==> src/rtl/core/mbse_pkg.sv <==
// Shared types, constants and helpers for the middle-button scroll emulator.
package mbse_pkg;

  localparam int unsigned CoordW  = 16;
  localparam int unsigned SumW    = 18;
  localparam int unsigned ThreshW = 15;
  localparam int unsigned InDataW  = 40;
  localparam int unsigned OutDataW = 40;

  localparam logic [ThreshW-1:0] THRESH_RESET = ThreshW'(16);

  typedef enum logic [1:0] {
    KIND_OTHER = 2'd0,
    KIND_DOWN  = 2'd1,
    KIND_MOVED = 2'd2,
    KIND_UP    = 2'd3
  } kind_t;

  typedef struct packed {
    kind_t                     kind;
    logic                      buttons_present;
    logic                      middle_down;
    logic                      position_present;
    logic signed [CoordW-1:0]  pos_x;
    logic signed [CoordW-1:0]  pos_y;
  } event_t;

  typedef struct packed {
    logic                      scrolling;
    logic                      middle_held;
    logic signed [CoordW-1:0]  last_x;
    logic signed [CoordW-1:0]  last_y;
    logic signed [SumW-1:0]    sum_x;
    logic signed [SumW-1:0]    sum_y;
  } state_t;

  typedef struct packed {
    logic                      swallow;
    logic                      wheel_valid;
    logic signed [SumW-1:0]    wheel_dx;
    logic signed [SumW-1:0]    wheel_dy;
  } result_t;

  // clamp a one-bit-wider sum back into the accumulator range
  function automatic logic signed [SumW-1:0] sat_sum(input logic signed [SumW:0] s);
    logic signed [SumW:0] hi;
    logic signed [SumW:0] lo;
    hi = (SumW+1)'((1 << (SumW-1)) - 1);
    lo = -hi - (SumW+1)'(1);
    if (s > hi) begin
      sat_sum = hi[SumW-1:0];
    end else if (s < lo) begin
      sat_sum = lo[SumW-1:0];
    end else begin
      sat_sum = s[SumW-1:0];
    end
  endfunction

endpackage

==> src/rtl/core/mbse_step.sv <==
// Next-state and result logic for one mouse event.
module mbse_step (
  input  mbse_pkg::event_t                     ev,
  input  mbse_pkg::state_t                     st,
  input  logic [mbse_pkg::ThreshW-1:0]         threshold,
  output mbse_pkg::state_t                     st_nxt,
  output mbse_pkg::result_t                    res
);

  logic                              mid;
  logic signed [mbse_pkg::CoordW:0]  dx;
  logic signed [mbse_pkg::CoordW:0]  dy;
  logic signed [mbse_pkg::SumW-1:0]  sx;
  logic signed [mbse_pkg::SumW-1:0]  sy;
  logic signed [mbse_pkg::SumW:0]    sx_w;
  logic signed [mbse_pkg::SumW:0]    sy_w;
  logic signed [mbse_pkg::SumW:0]    thr;
  logic                              below;

  assign mid = ev.buttons_present & ev.middle_down;
  assign dx  = (mbse_pkg::CoordW+1)'(ev.pos_x) - (mbse_pkg::CoordW+1)'(st.last_x);
  assign dy  = (mbse_pkg::CoordW+1)'(ev.pos_y) - (mbse_pkg::CoordW+1)'(st.last_y);
  assign sx  = mbse_pkg::sat_sum((mbse_pkg::SumW+1)'(st.sum_x) + (mbse_pkg::SumW+1)'(dx));
  assign sy  = mbse_pkg::sat_sum((mbse_pkg::SumW+1)'(st.sum_y) + (mbse_pkg::SumW+1)'(dy));
  assign sx_w = (mbse_pkg::SumW+1)'(sx);
  assign sy_w = (mbse_pkg::SumW+1)'(sy);
  assign thr  = signed'({{(mbse_pkg::SumW+1-mbse_pkg::ThreshW){1'b0}}, threshold});
  assign below = (sx_w > -thr) && (sx_w < thr) && (sy_w > -thr) && (sy_w < thr);

  always_comb begin
    st_nxt = st;
    res    = '0;
    case (ev.kind)
      mbse_pkg::KIND_OTHER: begin
      end
      mbse_pkg::KIND_UP: begin
        if (st.middle_held && !mid) begin
          st_nxt.scrolling   = 1'b0;
          st_nxt.middle_held = 1'b0;
          st_nxt.sum_x       = '0;
          st_nxt.sum_y       = '0;
          res.swallow        = 1'b1;
        end else if (!st.middle_held) begin
          st_nxt.scrolling = 1'b0;
        end
      end
      mbse_pkg::KIND_DOWN: begin
        if (!ev.buttons_present) begin
          st_nxt.scrolling = 1'b0;
        end else if (!mid) begin
          st_nxt.scrolling   = 1'b0;
          st_nxt.middle_held = 1'b0;
          st_nxt.sum_x       = '0;
          st_nxt.sum_y       = '0;
        end else if (ev.position_present) begin
          st_nxt.scrolling   = 1'b1;
          st_nxt.middle_held = 1'b1;
          st_nxt.last_x      = ev.pos_x;
          st_nxt.last_y      = ev.pos_y;
          st_nxt.sum_x       = '0;
          st_nxt.sum_y       = '0;
          res.swallow        = 1'b1;
        end
      end
      mbse_pkg::KIND_MOVED: begin
        if (!ev.buttons_present) begin
          st_nxt.scrolling = 1'b0;
        end else if (st.scrolling && ev.position_present) begin
          if (!mid) begin
            st_nxt.scrolling   = 1'b0;
            st_nxt.middle_held = 1'b0;
            st_nxt.sum_x       = '0;
            st_nxt.sum_y       = '0;
          end else begin
            st_nxt.last_x = ev.pos_x;
            st_nxt.last_y = ev.pos_y;
            res.swallow   = 1'b1;
            if (below) begin
              st_nxt.sum_x = sx;
              st_nxt.sum_y = sy;
            end else begin
              // threshold reached: flush both sums as one wheel step
              res.wheel_valid = 1'b1;
              res.wheel_dx    = sx;
              res.wheel_dy    = sy;
              st_nxt.sum_x    = '0;
              st_nxt.sum_y    = '0;
            end
          end
        end
      end
      default: begin
      end
    endcase
  end

endmodule

==> src/rtl/core/middle_button_scroll_emulator_unit.sv <==
// Top level of the middle-button scroll emulator: request registers and state.
//
//   channel  | handshake             | payload
//   ---------+-----------------------+-----------------------------------------
//   in_      | in_tvalid / in_tready | in_tuser kind, in_tdata event fields
//   out_     | out_tvalid/out_tready | out_tdata decision and wheel deltas
//   cfg_     | cfg_wr_en             | cfg_wr_data scroll threshold
//
// One request per cycle sustained while out_ accepts; a request passes the input
// register and then the result register on its way to out_, with the single
// state update between them. A stalled result register holds while the input
// register still takes one more request. Reset clears the gesture state and
// sets the threshold to 1.0 pixel.
module middle_button_scroll_emulator_unit (
  input  logic                                clk,
  input  logic                                rst_n,
  input  logic                                in_tvalid,
  output logic                                in_tready,
  // bit 0 buttons_present, 1 middle_down, 2 position_present,
  // 18:3 pos_x, 34:19 pos_y, 39:35 zero
  input  logic [mbse_pkg::InDataW-1:0]        in_tdata,
  // bits 1:0 kind
  input  logic [1:0]                          in_tuser,
  output logic                                out_tvalid,
  input  logic                                out_tready,
  // bit 0 swallow, 1 wheel_valid, 19:2 wheel_dx, 37:20 wheel_dy, 39:38 zero
  output logic [mbse_pkg::OutDataW-1:0]       out_tdata,
  input  logic                                cfg_wr_en,
  input  logic [mbse_pkg::ThreshW-1:0]        cfg_wr_data
);

  localparam int unsigned CW = mbse_pkg::CoordW;

  logic                          in_vld_r;
  mbse_pkg::event_t              ev_r;
  logic                          out_vld_r;
  mbse_pkg::result_t             res_r;
  mbse_pkg::state_t              st_r;
  mbse_pkg::state_t              st_nxt;
  mbse_pkg::result_t             res_nxt;
  logic [mbse_pkg::ThreshW-1:0]  thresh_r;
  logic                          advance;
  mbse_pkg::event_t              ev_in;

  assign advance   = in_vld_r && (!out_vld_r || out_tready);
  assign in_tready = !in_vld_r || advance;

  assign ev_in.kind             = mbse_pkg::kind_t'(in_tuser);
  assign ev_in.buttons_present  = in_tdata[0];
  assign ev_in.middle_down      = in_tdata[1];
  assign ev_in.position_present = in_tdata[2];
  assign ev_in.pos_x            = signed'(in_tdata[3 +: CW]);
  assign ev_in.pos_y            = signed'(in_tdata[3 + CW +: CW]);

  mbse_step u_step (
    .ev        (ev_r),
    .st        (st_r),
    .threshold (thresh_r),
    .st_nxt    (st_nxt),
    .res       (res_nxt)
  );

  always_ff @(posedge clk) begin
    if (!rst_n) begin
      in_vld_r  <= 1'b0;
      out_vld_r <= 1'b0;
      st_r      <= '0;
      thresh_r  <= mbse_pkg::THRESH_RESET;
    end else begin
      if (in_tready) begin
        in_vld_r <= in_tvalid;
      end
      if (advance) begin
        out_vld_r <= 1'b1;
        st_r      <= st_nxt;
      end else if (out_tready) begin
        out_vld_r <= 1'b0;
      end
      if (cfg_wr_en) begin
        thresh_r <= cfg_wr_data;
      end
    end
  end

  always_ff @(posedge clk) begin
    if (in_tready && in_tvalid) begin
      ev_r <= ev_in;
    end
    if (advance) begin
      res_r <= res_nxt;
    end
  end

  assign out_tvalid = out_vld_r;
  assign out_tdata  = mbse_pkg::OutDataW'({res_r.wheel_dy, res_r.wheel_dx,
                                           res_r.wheel_valid, res_r.swallow});

endmodule

==> config.mk <==
export PLATFORM = sky130hd
export DESIGN_NAME = middle_button_scroll_emulator_unit
export DESIGN_NICKNAME = d
export VERILOG_FILES = /design/src/rtl/core/mbse_pkg.sv /design/src/rtl/core/mbse_step.sv /design/src/rtl/core/middle_button_scroll_emulator_unit.sv
export SDC_FILE = /design/constraint.sdc
export NUM_CORES = 1
export LEC_CHECK = 0
export BUFFER_PORTS_ARGS = -buffer_cell sky130_fd_sc_hd__clkbuf_2
export CELL_PAD_IN_SITES_DETAIL_PLACEMENT = 1
export CELL_PAD_IN_SITES_GLOBAL_PLACEMENT = 1
export CORE_UTILIZATION = 47
export DETAILED_ROUTE_END_ITERATION = 10
export PLACE_DENSITY_LB_ADDON = 0.1
export SLEW_MARGIN = 20
export SYNTH_ARGS = -nofsm -noshare
export SYNTH_HDL_FRONTEND = slang
export SYNTH_HIERARCHICAL = 1
export SYNTH_SLANG_ARGS = --single-unit
==> constraint.sdc <==
create_clock -name clk -period 7 [get_ports clk]
set_input_delay 1.4 -clock clk [delete_from_list [all_inputs] [get_ports clk]]
set_output_delay 1.4 -clock clk [all_outputs]
set_load 0.01 [all_outputs]
* After elaboration in Yosys (flattened, before gate mapping)
Cells that the tools add are included.
** Cells by class
- Add/sub/neg operators :: 5
- $mul :: 0
- Divide/modulo/power cells :: 0
- Order comparisons :: 8
- Equality and inequality tests :: 16
- Shift-type cells :: 0
- Mux-type cells :: 35
- Bitwise logic cells :: 5
- Reductions and logical operators :: 21
** Operators with widths (count)
- 2-to-1 mux 36 bit :: 4
- 2-to-1 mux 70 bit :: 2
- 2-to-1 mux 69 bit :: 2
- 2-to-1 mux 38 bit :: 3
- one-hot mux 36 bit (3 select lines) :: 1
- 2-to-1 mux 18 bit :: 4
- 2-to-1 mux 32 bit :: 2
- one-hot mux 32 bit (2 select lines) :: 1
- adder 18 x 17 -> 19 bit :: 2
- > comparator 18 x 19 -> 1 bit :: 2
- > comparator 19 x 18 -> 1 bit (second input constant) :: 2
- less-than comparator 19 x 18 -> 1 bit (second input constant) :: 2
- 2-to-1 mux 37 bit :: 1
- less-than comparator 18 x 16 -> 1 bit :: 2
- subtractor 16 x 16 -> 17 bit :: 2
- negation 15 -> 19 bit :: 1
- AND reduction 8 bit :: 2
- 2-to-1 mux 1 bit :: 11
- != test 2 x 1 -> 1 bit (second input constant) :: 4
- != test 2 bit (second input constant) :: 4
- logical AND 1 bit :: 7
- AND reduction 7 bit :: 1
- != test 3 x 2 -> 1 bit (second input constant) :: 2
- != test 3 bit (second input constant) :: 2
- other kinds (15) :: 24
** Word-level totals
- Register bits after elaboration :: 162
- Bits in latches :: 0
- Memory bits (writable) :: 0
- Memory bits (read-only) :: 0
- Bits of input ports :: 62
- Output and inout bits :: 42
- Logic and storage cells :: 109
- Memories :: 0

* Longest topological paths before layout
- Word-level depth :: 14
- Gate-level depth with buffers :: 28
- Mapped depth without buffers :: 26

* Modules after synthesis
Netlist, hierarchy kept.
** Modules (own cells, without submodules)
- mbse_step :: instances 1, cells each 927, area each 6578.8 um^2, seq. area each 0.0 um^2
- middle_button_scroll_emulator_unit :: instances 1, cells each 439, area each 5791.8 um^2, seq. area each 3993.8 um^2

* Worst setup path after synthesis
Ideal clock, no wire load.
- Kind :: register to register
- Start :: register ev_r[1] (netlist bit)
- End :: register res_r, in the netlist out_tdata[26] (data pin)
- Library setup time :: 273 ps
- Data arrival time :: 5179 ps
- Data required time :: 6727 ps
- Setup slack :: 1548 ps
- Stages on the path, launching flop included :: 24
- Path buffers :: 3
- Clock period less this slack :: 5452 ps
- Path through :: edfxtp_1 -> inv_1 -> fa_1 -> inv_1 -> ha_1 -> a211oi_1 -> o211ai_1 -> and3_1 -> a211o_1 -> a211oi_2 -> nor2_1 -> buf_2 -> o21ai_1 -> inv_1 -> ha_1 -> and4_1 -> a221o_1 -> o211ai_1 -> nand3_1 -> a2111oi_4 -> o211a_1 -> buf_4 -> buf_6 -> nor3_2
** Between the ends
- Longest elaborated chain between the ends :: 9
- Elaborated cells on any way between the ends :: 11
- Those cells by class :: add/sub (2); order compare (4); mux (2); reduce/logical (3)
** Ends and longest elaborated chain
- start: declaration :: line middle_button_scroll_emulator_unit.sv:35 : mbse_pkg::event_t ev_r;
- start signal: assignment :: line middle_button_scroll_emulator_unit.sv:87 : ev_r <= ev_in;
- subtractor 16 x 16 -> 17 bit (*) :: line mbse_step.sv:22 : assign dy = (mbse_pkg::CoordW+1)'(ev.pos_y) - (mbse_pkg::CoordW+1)'(st.last_y);
- adder 18 x 17 -> 19 bit (*) :: line mbse_step.sv:24 : assign sy = mbse_pkg::sat_sum((mbse_pkg::SumW+1)'(st.sum_y) + (mbse_pkg::SumW+1)'(dy));
- less-than comparator 19 x 18 -> 1 bit :: line mbse_pkg.sv:52 : end else if (s < lo) begin
- 2-to-1 mux 18 bit :: line mbse_pkg.sv:52
- 2-to-1 mux 18 bit (*) :: line mbse_pkg.sv:50 : if (s > hi) begin
- > comparator 18 x 19 -> 1 bit :: line mbse_step.sv:28 : assign below = (sx_w > -thr) && (sx_w < thr) && (sy_w > -thr) && (sy_w < thr);
- logical AND 1 bit (2 in a row) :: line mbse_step.sv:28
- OR reduction 5 bit (no line)
- end signal: assignment :: line middle_button_scroll_emulator_unit.sv:90 : res_r <= res_nxt;
- end: declaration :: line middle_button_scroll_emulator_unit.sv:37 : mbse_pkg::result_t res_r;
Mark *: on every way between the ends. The rest lies on a longest branch, timed or not.
A chain may end at the register's enable or synchronous reset.

* Final worst setup path
- Start :: register ev_r[1] (netlist bit)
- End :: register res_r, in the netlist out_tdata[28] (data pin)
Same word-level chain as after synthesis.

==> results.md <==
- Outcome: complete, no violations
- Clk buf depth: 2
- Grt ovf: 0
- Mapped cell area: 12400 µm²
- Total CTS buffers: 17
- Peak Freq: 0.151 GHz
- Max-slew violations: 0
- Max Cap Violations: 0
- Clock Skew: 0.0150 ns
- GRT Util Overall: 0.252
- DIE AREA: 27000 µm²
- Rel. slew slack: 0.305
- CP endpoint kind: register
- Post-synth EDFFs: 75
- Synth Instances: 1366
- Worst-skew pair later-pin latency: 0.45 ns
- ANT nets after route: 0
- WL final: 33.0 mm
- First-pass GRT wire length: 52.8 mm
- Ant. Diodes: 0
- Ys flop type: dfxtp_1
- Area growth syn-to-layout: 10.2%
- Post-synth ARST share: 0
- Leak Pwr: 5.72 nW
- CTS root buf: clkbuf_16
- Core Area: 25900 µm²
- CTS Sinks: 162
- YS warnings: 6
- Proportion of netlist area held by the largest area contributor: 0.182
- HPWL after DPL: 24.9 mm
- Fin Setup TNS: 0 ns
- Fin crit share: 0.947
- Routability cong.: 0.862
- Arr. time, crit path: 6.78 ns
- Crit-path max FO: 16
- Cts-stage hold buffer count: 0
- TritonCTS clock tree: done
- RSZ-0062 raised after global routing: no
- Seq cells post-synth: 162
- Hold Violations, Final: 0
- Cell taking the most area after synthesis: edfxtp_1
- # fillers: 3028
- Worst setup path category: reg2reg
- Sequential area share after synthesis: 0.323
- Peak supply drop: 0.000125 V
- Core Util, Final: 0.526
- Number of vias per cell: 5.53
- Rows: 59
- Hold crit path type: reg2reg
- H-tree depth: 4
- Main area contributors after synthesis: edfxtp_1 (18%), dfxtp_1 (14%), ha_1 (11%)
- Initial antenna violation count: 0
- CP Launch Type: register
- Clock slew at reported path FFs: 0.08 ns
- DR pass1 iterations: 5
- PwrDens: 225 nW/µm²
- Share of cells above drive strength 1: 0.143
- Vias in the first global route: 10200
- Initial Utilization: 0.477
- Cell variety after synth: 73
- Worst Tran Pin Value: 1.04 ns
- Io pins: 104
- Mean post-synth cell area: 9.06 µm²
- Input/output buffers: 96
- Die height: 164 µm
- Post-route cell area: 13600 µm²
- Final Critical Period: 6.63 ns
- Vias: 9878
- Final setup vio count: 0
- Chip Width: 164 µm
- Number of DRC markers in iteration 0: 525
- Area post-placement: 13000 µm²
- Remaining DRCs: 0
- Largest net degree at the start of global routing: 109
- Required time of the critical path: 7.15 ns
- Fin nets: 1646
- WL/cell: 18.5 µm
-- logic make-up after synthesis --
| kind of cell | share of synthesized area |
|---|---|
| mux | 0.0704 |
| other cells | 0.000303 |
| buf+inv | 0.0920 |
| xor+xnor | 0.0318 |
| fa+ha+maj | 0.186 |
| flops | 0.323 |
| simple gates | 0.152 |
| compound gates | 0.144 |
-- report_power, final --
group          switching, mW  internal [mW]
logic                  0.669          0.398
clock network          0.476          0.480
registers             0.0207           1.02
-- final timing paths --
| path | start | to | slack (ns) | depth (start not counted) |
|---|---|---|---|---|
| max | ev_r[1]$_DFFE_PP_ | out_tdata[28]$_DFFE_PP_ | 0.37 | 22 |
| min | st_r[2]$_SDFFE_PN0P_ | st_r[2]$_SDFFE_PN0P_ | 0.48 | 2 |
| min reg2reg | st_r[2]$_SDFFE_PN0P_ | st_r[2]$_SDFFE_PN0P_ | 0.48 | 2 |
| max reg2reg | ev_r[1]$_DFFE_PP_ | out_tdata[28]$_DFFE_PP_ | 0.37 | 22 |
-- routing by layer --
layer,part of all wire,global-route usage,vias up
li1,-,-,4847
met5,0,0,-
met2,0.50,0.445,139
met3,0.026,0.0374,26
met1,0.46,0.324,4866
met4,0.011,0.0539,0
-- worst max-delay path, cell delays in order, from the launching register on --
cell and delay [ns]:
edfxtp_1 0.38, inv_1 0.07, fa_1 0.60, inv_1 0.08
ha_1 0.32, a211oi_1 0.33, o211ai_1 0.23, and3_1 0.25
a211o_1 0.35, a211oi_4 0.38, nor2_1 0.18, buf_4 0.20
o21ai_1 0.29, inv_1 0.12, ha_1 0.30, and4_1 0.23
a221o_1 0.32, o211ai_1 0.17, nand3_1 0.14, a2111oi_4 0.51
o211a_1 0.41, buf_4 0.34, nor3_2 0.10
-- flip-flops by register name, summed over array words and instances, names as in the netlist --
register,count
ev_r,37
out_tdata,38
out_tvalid,1
st_r,70
in_vld_r,1
thresh_r,15
-- timing repair --
item / in CTS / in global routing
buffers inserted: 0 / 0
endpoints found under the hold margin: 0 / 0
gates resized for setup: 0 / 3
setup endpoints to repair: 0 / 34
-- cells in the mapped netlist (22+ instances only) --
cell,n
mux2i_1,87
clkbuf_1,25
ha_1,109
a21oi_1,64
a22o_1,36
fa_1,36
xnor2_1,32
edfxtp_1,75
o21ai_1,41
nor3_1,25
nand2_1,216
nor2_1,39
buf_2,23
inv_1,184
nor2b_1,22
dfxtp_1,87
o21ai_0,36
-- area by class of cell --
cell class	count	area, µm²	area share
Timing Repair Buffer	118	661	0.0485
Clock inverter	15	164	0.0120
Clock buffer	17	425	0.0312
Tap cell	335	419	0.0308
Sequential cell	162	3990	0.293
Multi-Input combinational cell	955	7270	0.534
Inverter	185	694	0.0510
-- stage by stage --
step           power [mW]  std cells  worst slack, ns  hold WS [ns]
2_1_floorplan        1.78       1367             1.55         0.448
3_3_place_gp         2.07       1755            0.479         0.459
3_5_place_dp         2.11       1755            0.292         0.467
4_1_cts              3.09       1787            0.208         0.483
5_1_grt              3.23       1787           0.0437         0.502
6_report             3.06       1787            0.371         0.478
-- layout by cell type, fill, tap and decap left out, drive strengths merged, types with 5 or more instances in the layout --
master  count
nand2     216
inv       192
clkbuf    112
ha        109
mux2i      87
dfxtp      87
o21ai      77
edfxtp     75
a21oi      65
nor3       46
nor2       39
a22o       36
fa         36
xnor2      33
nor2b      24
buf        23
maj3       20
nand4      19
a21o       15
o211ai     14
nand3      12
xor2       11
nand2b      9
a211oi      9
clkinv      8
o21a        7
and2        6
a31oi       6
nor4        5
and4        5
No activity file was read; power rests on OpenSTA's default activity.
